### src/sv/cwc_pkg.sv
// Shared constants for the four-way cache directory: defaults, config indexes, policy codes.
`default_nettype none
package cwc_pkg;

  localparam int DEF_WAYS      = 4;
  localparam int DEF_MAX_SETS  = 128;
  localparam int DEF_ADDR_BITS = 32;

  localparam int IN_ADDR_W = 32;
  localparam int OUT_WAY_W = 2;
  localparam int COUNT_W   = 32;

  // config port
  localparam int CFG_IDX_W  = 2;
  localparam int CFG_DATA_W = 3;

  localparam logic [CFG_IDX_W-1:0] CFG_POLICY    = 2'd0;
  localparam logic [CFG_IDX_W-1:0] CFG_LINE_LOG2 = 2'd1;
  localparam logic [CFG_IDX_W-1:0] CFG_SET_LOG2  = 2'd2;

  localparam logic POLICY_LRU  = 1'b0;
  localparam logic POLICY_FIFO = 1'b1;

  localparam logic [2:0] RST_LINE_LOG2 = 3'd4;
  localparam logic [2:0] RST_SET_LOG2  = 3'd3;

  // set index is masked to at most 7 bits before the wrap
  localparam int SET_RAW_W = 7;

endpackage
`default_nettype wire

### src/sv/cwc_tag_ram.sv
// Set memory: one row per set holding valid, age and tag of every way, with a clearing sweep.
`default_nettype none
module cwc_tag_ram #(
  parameter int MAX_SETS = cwc_pkg::DEF_MAX_SETS,
  parameter int ROW_W    = 8
) (
  input  wire                         clk,
  input  wire                         rst_n,
  input  wire                         rd_en,
  input  wire [$clog2(MAX_SETS)-1:0]  rd_set,
  output logic [ROW_W-1:0]            rd_row,
  input  wire                         wr_en,
  input  wire [$clog2(MAX_SETS)-1:0]  wr_set,
  input  wire [ROW_W-1:0]             wr_row,
  output logic                        clr_busy
);

  localparam int SET_W = $clog2(MAX_SETS);
  localparam logic [SET_W-1:0] LAST_SET = SET_W'(MAX_SETS - 1);

  logic [ROW_W-1:0] mem [MAX_SETS];
  logic [ROW_W-1:0] rd_row_r;
  logic [SET_W-1:0] clr_cnt_r;
  logic             clearing_r;

  logic             we;
  logic [SET_W-1:0] wa;
  logic [ROW_W-1:0] wd;

  always_comb begin
    if (clearing_r) begin
      we = 1'b1;
      wa = clr_cnt_r;
      wd = '0;
    end else begin
      we = wr_en;
      wa = wr_set;
      wd = wr_row;
    end
  end

  always_ff @(posedge clk) begin
    if (!rst_n) begin
      clearing_r <= 1'b1;
      clr_cnt_r  <= '0;
    end else if (clearing_r) begin
      if (clr_cnt_r == LAST_SET) begin
        clearing_r <= 1'b0;
      end else begin
        clr_cnt_r <= clr_cnt_r + 1'b1;
      end
    end
  end

  always_ff @(posedge clk) begin
    if (we) begin
      mem[wa] <= wd;
    end
    if (rd_en) begin
      rd_row_r <= mem[rd_set];
    end
  end

  assign rd_row   = rd_row_r;
  assign clr_busy = clearing_r;

endmodule
`default_nettype wire

### config.mk
export PLATFORM = sky130hd
export DESIGN_NAME = cwc_tag_ram
export DESIGN_NICKNAME = d
export VERILOG_FILES = /design/src/sv/cwc_pkg.sv /design/src/sv/cwc_tag_ram.sv
export SDC_FILE = /design/constraint.sdc
export NUM_CORES = 1
export LEC_CHECK = 0
export BUFFER_PORTS_ARGS = -buffer_cell sky130_fd_sc_hd__buf_2
export CAP_MARGIN = 0
export CORE_ASPECT_RATIO = 0.8
export CORE_UTILIZATION = 50
export CTS_BUF_LIST = sky130_fd_sc_hd__clkbuf_8
export CTS_CLUSTER_DIAMETER = 50
export DETAILED_ROUTE_END_ITERATION = 8
export GPL_ROUTABILITY_DRIVEN = 0
export MAX_ROUTING_LAYER = met4
export PLACE_DENSITY = 0.65
export SLEW_MARGIN = 40
export SYNTH_ARGS = -nofsm -noshare
export SYNTH_HDL_FRONTEND = slang
export SYNTH_SLANG_ARGS = --single-unit
### constraint.sdc
create_clock -name clk -period 6.1 [get_ports clk]
set_input_delay 0.915 -clock clk [delete_from_list [all_inputs] [get_ports clk]]
set_output_delay 0.915 -clock clk [all_outputs]
set_load 0.005 [all_outputs]
Word-level counts from Yosys, hierarchy flattened --
Memories as Yosys holds them, arrays and structs flattened. A register that Yosys moved wholly into a read port is not among the register bits. Cells that the tools add are included.
Operators by class: reduce and logical (&&, ||, !) cells 1, bitwise operators 1, equal/unequal tests 1, multiplexer cells 7, $add $sub $neg 1
Operator list (count):
- $mux 8 | 1
- $add 7x1->7 const B | 1
- $eq 7x7->1 const B | 1
- $mux 7 | 1
- $mux 1 | 5
- $reduce_and 2->1 | 1
- $not 1->1 | 1
Storage, ports and cells: input port bits 26, register bits 8, word-level logic and storage cells 14, bits in writable memories 1024, memories kept 1, output and inout port bits 9
Memories:
- mem | words 128, bits a word 8, read ports 1, clocked after memory_dff 1, write ports 1, line cwc_tag_ram.sv:21 | logic [ROW_W-1:0] mem [MAX_SETS];

Longest topological paths before layout --
Gate-level depths: netlist (run 1).
word-level depth 3, depth in mapped cells 7, mapped depth without buffers 5

Worst setup path after synthesis (run 1) --
Ideal clock, no wire load.
path type register to register, start point reg clearing_r, in the netlist clr_busy, end point mem mem[0][0] (data pin), clock period less this slack 4.890 ns, arrival time 4.065 ns, data required time 5.275 ns, setup time 0.825 ns, cell stages (with the launch flop) 5, buffers on the path 3, slack 1.210 ns, cell sequence dfxtp_1 clkbuf_1 clkbuf_1 clkbuf_1 nor2b_1
Between the ends: longest elaborated chain between the ends 1
RTL lines:
- start, declared | line cwc_tag_ram.sv:24 | logic clearing_r;
- start signal, assigned | line cwc_tag_ram.sv:44 | clearing_r <= 1'b1;
- start signal, assigned | line cwc_tag_ram.sv:48 | clearing_r <= 1'b0;
- $mux 8 | line cwc_tag_ram.sv:31 | if (clearing_r) begin
- via wd[0] | line cwc_tag_ram.sv:28 | logic [ROW_W-1:0] wd;
- end, declared | line cwc_tag_ram.sv:21
The timed path passes the listed nets, and every way through them passes these cells.

Worst setup path after layout (run 1) --
start point reg clearing_r, in the netlist clr_busy, end point mem mem[39][4] (enable)
Between the ends: longest elaborated chain between the ends 3, elaborated cells between the ends (all ways) 4, classes of those cells 4 x mux
RTL lines:
- $mux 1 | line cwc_tag_ram.sv:31
- $mux 1 | line cwc_tag_ram.sv:56 | if (we) begin
- $mux 1 (implied by the code) | line cwc_tag_ram.sv:57 | mem[wa] <= wd;
Parallel ways exist; a longest one is shown, timed or not.

==> results of run 1 <==
## Yosys cell counts (7+ instances only)
cell      count  area [um^2]
buf_4        13         97.6
inv_1         7         26.3
mux2_2        9          101
dfxtp_1       8          160
clkbuf_1     48          180
mux4_2      336         7570
nand2_1      22         82.6
nor2_1      136          510
edfxtp_1   1032        31000
nor2b_1      10         62.6
buf_2        14         70.1
buf_1        14         52.6
nand3_1      14         70.1
## through the flow
step	utilization [%]	worst slack, ns
2_1_floorplan	-	1.21
3_3_place_gp	52.8	1.85
3_5_place_dp	53.1	1.82
4_1_cts	56.6	2.28
5_1_grt	56.8	2.45
6_report	56.8	2.51
## worst min path at each step
stage	cells after the start	slack (ns)	to	startpoint
after floorplan	2	0.56	clr_cnt_r[1]	clr_cnt_r[1]
after CTS	2	0.27	clr_busy	rst_n
after global placement	2	0.59	clr_cnt_r[1]	clr_cnt_r[1]
after detailed placement	2	0.62	clr_cnt_r[6]	clr_cnt_r[5]
after global routing	2	0.33	clr_busy	rst_n
final	2	0.34	clr_busy	rst_n
## registers in the layout, indices dropped and copies added, names as in the netlist
register / flops
clr_busy: 1
clr_cnt_r: 7
mem: 1024
rd_row: 8
## where the power goes
group	switching (uW)	leakage (uW)	internal, uW	total [uW]
Clock	2690	0.00158	2510	5190
Combinational	339	0.00294	289	628
Sequential	15.6	0.00964	7770	7780
Total	3040	0.0142	10600	13600
## cell type report
cell class	count	area, um^2	share of cell area [%]
Antenna cell	1	2.50	0.00556
Clock buffer	160	2200	4.89
Clock inverter	114	579	1.29
Inverter	7	26.3	0.0584
Multi-Input combinational cell	564	9040	20.1
Sequential cell	1040	31200	69.2
Tap cell	1034	1290	2.88
Timing Repair Buffer	82	692	1.54
## layer usage
layer  global-route usage (%)  vias up  wire length (um)
met3                     5.62      153              8760
met5                        -        -                 0
met4                     7.85        0              2450
li1                         -     7580                 -
met1                     36.4    10100             40200
met2                     32.7      966             41400
## worst register-to-register path: cells and delay by family (launching register included)
family | cells | cell delay (ns)
simple gates | 3 | 2.08
compound gates | 1 | 0.64
flops | 1 | 0.50
## cells by family after synthesis
kind of cell | count (synthesis) | synth area share [%]
buffers and inverters | 98 | 1.10
AO/OA/AOI/OAI | 21 | 0.404
AND/OR/NAND/NOR | 193 | 1.98
adder cells (fa/ha/maj) | 1 | 0.0311
multiplexers | 347 | 19.1
flip-flops | 1040 | 77.4
XOR/XNOR | 2 | 0.0435
==> reports/metrics.csv, run 1 <==
metric,value,unit
run status,completed,
Avg Inst Size Synth,23.7,um^2
drt drc,0,
Async SR Flop Fraction,0,%
initial antenna violation count,5,
WS Path Type,register to register,
Fin. Hold Viols,0,
"Arr. time, crit path",4.03,ns
R2R Setup Slk,2.51,ns
slew margin rel.,38.5,%
DR iter-0 viols,2426,
Die Area,81700,um^2
f_max,279,MHz
starting density of the core,50.8,%
Clock transition at path regs,0.06,ns
final net count,1879,
max-cap viol count,0,
CP top delay family,simple AND/OR/NAND/NOR gates,
Critical Path End,mem[39][4],
"slowest stage delay, CP",0.97,ns
"Primary FF master, synth",edfxtp_1,
Max H-tree Level,4,
Slew Limit Fails,0,
number of I/O port buffers,34,
synth warn,0,
CP Launch Type,register,
Clock Skew,0.0460,ns
fillers,5667,
CTS Buf Count,157,
Fin Hold WS,0.340,ns
num rows,92,
Slew @ Worst Pin,0.922,ns
vias per cell,6.26,
min Tclk post-route,3.59,ns
Die X,319,um
Crit. End Element,register,
Routed Antenna Nets,0,
Post-CTS Resized,0,
critical path peak fanout,29,
CTS Sinks,1040,
first-pass GRT wire length,136,mm
Leak,0.0142,uW
Total Power,13600,uW
routed len/inst,30.9,um
DR vias,18800,
R2R cell count,4,
setup TNS,0,ns
layout cells sized above 1,37.3,%
Die Ht,256,um
area of the mapped netlist,40300,um^2
Final Cell Area,45000,um^2
pin count of the biggest net entering global routing,86,
Post-Layout Cell Count,3002,
Area Growth Syn to Fin,11.7,%
Post-Place Cells,2726,
PwrDens,302,nW/um^2
grt ovf,0,
post-synth cell types,35,
FF-to-FF Start,clr_busy,
Final period util,58.8,%
synthesized instance count,1702,
Routed Wire Length,92.8,mm
register area share after synthesis,77.4,%
CTS Hold Bufs,0,
Final setup viols,0,
most frequent cells in the layout,"edfxtp_1, mux4_2, clkbuf_8, nor2_2, inv_1",
Worst-Skew Late Latency,0.83,ns
"Net Count, Synth",1729,
CTS tree,built,
min-delay worst type,input port to register,
area of the core,79200,um^2
RSZ-0062 raised after global routing,no,
"leading cell type in the layout, fill and taps excluded",edfxtp_1,
Crit. path cell count,4,
CP max stage cell,nor2_1,
worst r2r dst,mem[39][4],
crit path from,clr_busy,
Post CTS Setup Buffer Count,0,
Critical path buffers and inverters,0,
"EDFF count, synth",1032,
GRT Overall Usage,24.2,%
Top-Level Pins,35,
VDD IR max,0.207,mV
"flops & latches, synth",1040,
post-detail-place hpwl,56.3,mm
area post-placement,42000,um^2
CP Cell Sequence,nand2b_1 > o21ai_0 > nand3_2 > nor2_1,
vias in the first global route,19000,
Max Root-Sink Buffers,3,
Required @ worst endpoint,6.55,ns
first-pass detailed-route iteration total,5,
root buf cell,clkbuf_8,
Note: power is estimated with default switching activity, not from simulation.
==> run 2, diff against run 1 <==
--- a/config.mk
+++ b/config.mk
@@ -14,7 +14,7 @@
 export DETAILED_ROUTE_END_ITERATION = 8
 export GPL_ROUTABILITY_DRIVEN = 0
 export MAX_ROUTING_LAYER = met4
-export PLACE_DENSITY = 0.65
+export PLACE_DENSITY = 0.68
 export SLEW_MARGIN = 40
 export SYNTH_ARGS = -nofsm -noshare
 export SYNTH_HDL_FRONTEND = slang
==> constraint.sdc (replaced) <==
create_clock -name clk -period 2.87 [get_ports clk]
set_input_delay 0.4305 -clock clk [delete_from_list [all_inputs] [get_ports clk]]
set_output_delay 0.4305 -clock clk [all_outputs]
set_load 0.005 [all_outputs]
==> run 2 against run 1 <==
  * Die area stayed put
  * Clock skew is 0.020 ns lower
  * Global-route usage hardly changed
  * Sequential power is 110% higher
  * Maximum frequency is 35% higher
  * Via count is 2.8% higher
  * Clock power is 110% higher
  * Register-to-register slack worse by 2.3 ns
  * Final cell count is 5.8% higher
  * Worst setup slack worse by 2.3 ns
  * Utilization is 1.8 points higher
  * Final area is 3.1% higher
  * Critical path type unchanged
  * Critical endpoint is now mem[115][5]
  * Highest routed layer unchanged
==> reports/metrics.csv, run 2 (synthesis gave the netlist of run 1 again) <==
metric,value,unit
run status,completed,
RSZ-0062 raised after global routing,no,
initial antenna violation count,1,
Final setup viols,0,
Post-CTS Resized,0,
grt ovf,0,
post-detail-place hpwl,58.5,mm
CP Launch Type,register,
Required @ worst endpoint,3.37,ns
CTS Hold Bufs,2,
GRT Overall Usage,24.2,%
Crit. End Element,register,
WS Path Type,register to register,
Final period util,92.3,%
Area Growth Syn to Fin,15.2,%
"leading cell type in the layout, fill and taps excluded",edfxtp_1,
CP max stage cell,nand3_1,
"slowest stage delay, CP",0.54,ns
vias in the first global route,19700,
Slew Limit Fails,0,
PwrDens,618,nW/um^2
DR iter-0 viols,2624,
CTS tree,built,
Slew @ Worst Pin,0.872,ns
VDD IR max,0.467,mV
Fin. Hold Viols,0,
root buf cell,clkbuf_8,
starting density of the core,50.8,%
Clock transition at path regs,0.07,ns
min Tclk post-route,2.65,ns
most frequent cells in the layout,"edfxtp_1, mux4_2, buf_4, clkbuf_8, nor2_1",
DR vias,19300,
Die Area,81700,um^2
CTS Buf Count,152,
CP Cell Sequence,nand2b_1 > o21ai_0 > nand3_1 > buf_4 > nor2_1 > buf_4,
Top-Level Pins,35,
num rows,92,
Worst-Skew Late Latency,0.81,ns
CTS Sinks,1040,
vias per cell,6.08,
Die Ht,256,um
first-pass detailed-route iteration total,5,
final setup margin,0.221,ns
number of I/O port buffers,34,
f_max,378,MHz
max reg flops,1024,
final net count,2068,
Post CTS Setup Buffer Count,0,
cell mode on critical path,buf_4,
Routed Wire Length,93.6,mm
Leak,0.0152,uW
Max Root-Sink Buffers,3,
Biggest register,mem,
Fin Hold WS,0.161,ns
slew margin rel.,41.9,%
Max H-tree Level,4,
routed len/inst,29.5,um
Die X,319,um
Routed Antenna Nets,0,
final core utilization,58.6,%
pre-CTS WS,-0.414,ns
area of the core,79200,um^2
max-cap viol count,0,
first-pass GRT wire length,136,mm
Clock Skew,0.0265,ns
drt drc,0,
critical path peak fanout,21,
"Arr. time, crit path",3.15,ns
pin count of the biggest net entering global routing,129,
layout cells sized above 1,37.5,%
min-delay worst type,input port to register,
-- run 2: changes by cell type in the layout (fill, tap and decap cells not counted), sizes merged --
cell and change:
buf +192, bufinv +3, clkbuf -6, clkinv -17
clkinvlp +3, dlygate4sd3 +2, inv -2
-- run 2: critical path: cells and delay by family (launching register included) --
family	cells	cell delay (ns)
simple gates	3	0.94
buf+inv	2	0.60
flops	1	0.43
compound gates	1	0.39
-- run 2: power breakdown --
group          internal (uW)  total (uW)  switching [uW]  leakage (uW)
logic                    730        1470             740       0.00408
clock network           5310       10700            5370       0.00151
registers              16500       16500            31.1       0.00964
-- run 2: worst paths after layout --
kind / start / to / slack (ns) / cells past startpoint
worst max-delay path: clr_busy / mem[115][5] / 0.22 / 6
worst min-delay path: wr_row[3] / mem[122][3] / 0.16 / 2
worst max register to register: clr_busy / mem[115][5] / 0.22 / 6
worst min register to register: clr_cnt_r[3] / clr_cnt_r[3] / 0.64 / 2
-- run 2: routing by layer --
layer,global-route usage [%],wire [um],vias up
met5,-,0,-
met4,6.89,1830,0
met3,7.59,10100,130
met2,34.0,43200,925
met1,34.2,38500,10300
li1,-,-,7945
-- run 2: metrics by stage --
stage                     area, um^2  power (uW)  std cells  TNS (ns)
final                          46400       28700       3177         0
after global routing           46400       29600       3177         0
after CTS                      46400       28900       3176         0
after detailed placement       43700       18300       2919     -2.88
after global placement         43700       18300       2919     -2.89
after floorplan                40300       17700       1702   -565.04
-- run 2: layout make-up --
| cell class | instances | area [um^2] |
|---|---|---|
| Timing Repair Buffer | 276 | 2540 |
| Multi-Input combinational cell | 564 | 8740 |
| Clock inverter | 101 | 533 |
| Fill cell | 5597 | 32800 |
| Tap cell | 1034 | 1290 |
| Antenna cell | 1 | 2.50 |
| Inverter | 7 | 26.3 |
| Clock buffer | 154 | 2120 |
| Sequential cell | 1040 | 31200 |
==> run 3, diff against run 2 <==
--- a/config.mk
+++ b/config.mk
@@ -8,6 +8,7 @@
 export BUFFER_PORTS_ARGS = -buffer_cell sky130_fd_sc_hd__buf_2
 export CAP_MARGIN = 0
 export CORE_ASPECT_RATIO = 0.8
+export CORE_MARGIN = 2
 export CORE_UTILIZATION = 50
 export CTS_BUF_LIST = sky130_fd_sc_hd__clkbuf_8
 export CTS_CLUSTER_DIAMETER = 50
==> run 3 against run 2 <==
  * Critical path depth unchanged
  * Clock power about the same
  * Worst hold slack better by 0.012 ns
  * Largest cell class unchanged
  * Critical path type unchanged
  * Via count decreased by 0.80%
  * Clock skew down 0.0020 ns
  * Count of clock-buffer cells in the layout is 5 higher
  * Sequential share of layout area increased by 0.29 points
  * First-iteration DRC count down 7.4%
  * Worst setup slack improved by 0.0016 ns
  * Global-route usage down 0.82 points
==> reports/metrics.csv, run 3 (synthesis gave the netlist of run 1 again) <==
metric,value,unit
CTS Hold Bufs,2,
Die Ht,258,um
slew margin rel.,51.2,%
Routed Wire Length,91.0,mm
Max H-tree Level,4,
Total Power,28600,uW
drt drc,0,
Clock Skew,0.0245,ns
R2R Setup Slk,0.22,ns
area of the core,80200,um^2
initial antenna violation count,2,
register area,31200,um^2
min Tclk post-route,2.65,ns
crit path from,clr_busy,
Required @ worst endpoint,3.38,ns
Fin. Hold Viols,0,
Routed Antenna Nets,0,
DR iter-0 viols,2429,
first-pass detailed-route iteration total,5,
Clock transition at path regs,0.07,ns
run status,completed,
vias per cell,6.04,
Die X,321,um
Post CTS Setup Buffer Count,0,
root buf cell,clkbuf_8,
max-cap viol count,0,
CP Launch Type,register,
critical path peak fanout,22,
CTS Buf Count,153,
DR vias,19200,
WS Path Type,register to register,
number of I/O port buffers,34,
post-detail-place hpwl,56.4,mm
number of antenna repair diodes,0,
"leading cell type in the layout, fill and taps excluded",edfxtp_1,
starting density of the core,50.2,%
Post-CTS Resized,0,
Slew Limit Fails,0,
vias in the first global route,19600,
Biggest register,mem,
f_max,378,MHz
Fin Hold WS,0.173,ns
Hold Path Origin,wr_row[4],
min-delay worst type,input port to register,
pin count of the biggest net entering global routing,129,
first-pass GRT wire length,134,mm
Top-Level Pins,35,
Area Growth Syn to Fin,14.7,%
grt ovf,0,
Final setup viols,0,
max reg flops,1024,
FF-to-FF Start,clr_busy,
VDD IR max,0.421,mV
Leak,0.0152,uW
Max Root-Sink Buffers,3,
PwrDens,619,nW/um^2
GRT Overall Usage,23.3,%
Crit. End Element,register,
CTS Sinks,1040,
multi-input logic area,8740,um^2
most frequent cells in the layout,"edfxtp_1, mux4_2, buf_4, clkbuf_8, nor2_1",
routed len/inst,28.7,um
Die Area,82800,um^2
fillers,5632,
final net count,2050,
Final period util,92.2,%
"Arr. time, crit path",3.16,ns
Worst-Skew Late Latency,0.81,ns
layout cells sized above 1,37.2,%
num rows,93,
CTS tree,built,
RSZ-0062 raised after global routing,no,
Slew @ Worst Pin,0.731,ns
[run 3: changes by cell type in the layout (fill, tap and decap cells not counted), sizes merged]
cell / delta
clkinv: +4
buf: -19
bufinv: -2
clkinvlp: -3
clkbuf: +5
diode: -1
[run 3: worst max-delay path: stages (launching register included)]
cell and delay [ns]:
dfxtp_2 0.58, inv_1 0.23, o32ai_1 0.32, buf_4 0.24, nand2_1 0.24, nor2_1 0.51
buf_4 0.25
[run 3: final cells by class]
cell class | instances | area share (%)
sequential | 1040 | 67.4
timing repair buffer | 257 | 5.00
multi-input combinational | 564 | 18.9
tap | 1045 | 2.83
clock buffer | 159 | 4.74
inverter | 7 | 0.0569
clock inverter | 100 | 1.04
[run 3: per-stage QoR]
step | setup WS (ns) | area (um^2) | cells | setup TNS [ns] | util [%]
3_5_place_dp | -0.380 | 43500 | 2911 | -2.63 | 54.3
5_1_grt | 0.0692 | 46200 | 3172 | 0 | 57.6
2_1_floorplan | -0.550 | 40300 | 1702 | -565.04 | -
4_1_cts | 0.238 | 46200 | 3172 | 0 | 57.6
6_report | 0.223 | 46200 | 3172 | 0 | 57.6
3_3_place_gp | -0.401 | 43500 | 2911 | -2.73 | 54.3
[run 3: worst paths after layout]
kind / to / cells after the start
min reg2reg: clr_cnt_r[1] / 2
min: mem[93][4] / 2
max reg2reg: mem[42][5] / 6
max: mem[42][5] / 6
[run 3: metal layers]
| layer | up-vias | part of all wire [%] | global-route usage [%] |
|---|---|---|---|
| li1 | 7908 | - | - |
| met1 | 10200 | 42 | 33.6 |
| met2 | 902 | 48 | 34.6 |
| met3 | 132 | 8.7 | 4.52 |
| met4 | 0 | 2.0 | 6.65 |
| met5 | - | 0 | - |
[run 3: power breakdown]
part,total [uW],switching [uW],internal [uW],leakage [uW]
combinational,1400,700,696,0.00397
clock,10700,5400,5280,0.00154
sequential,16500,26.7,16500,0.00964
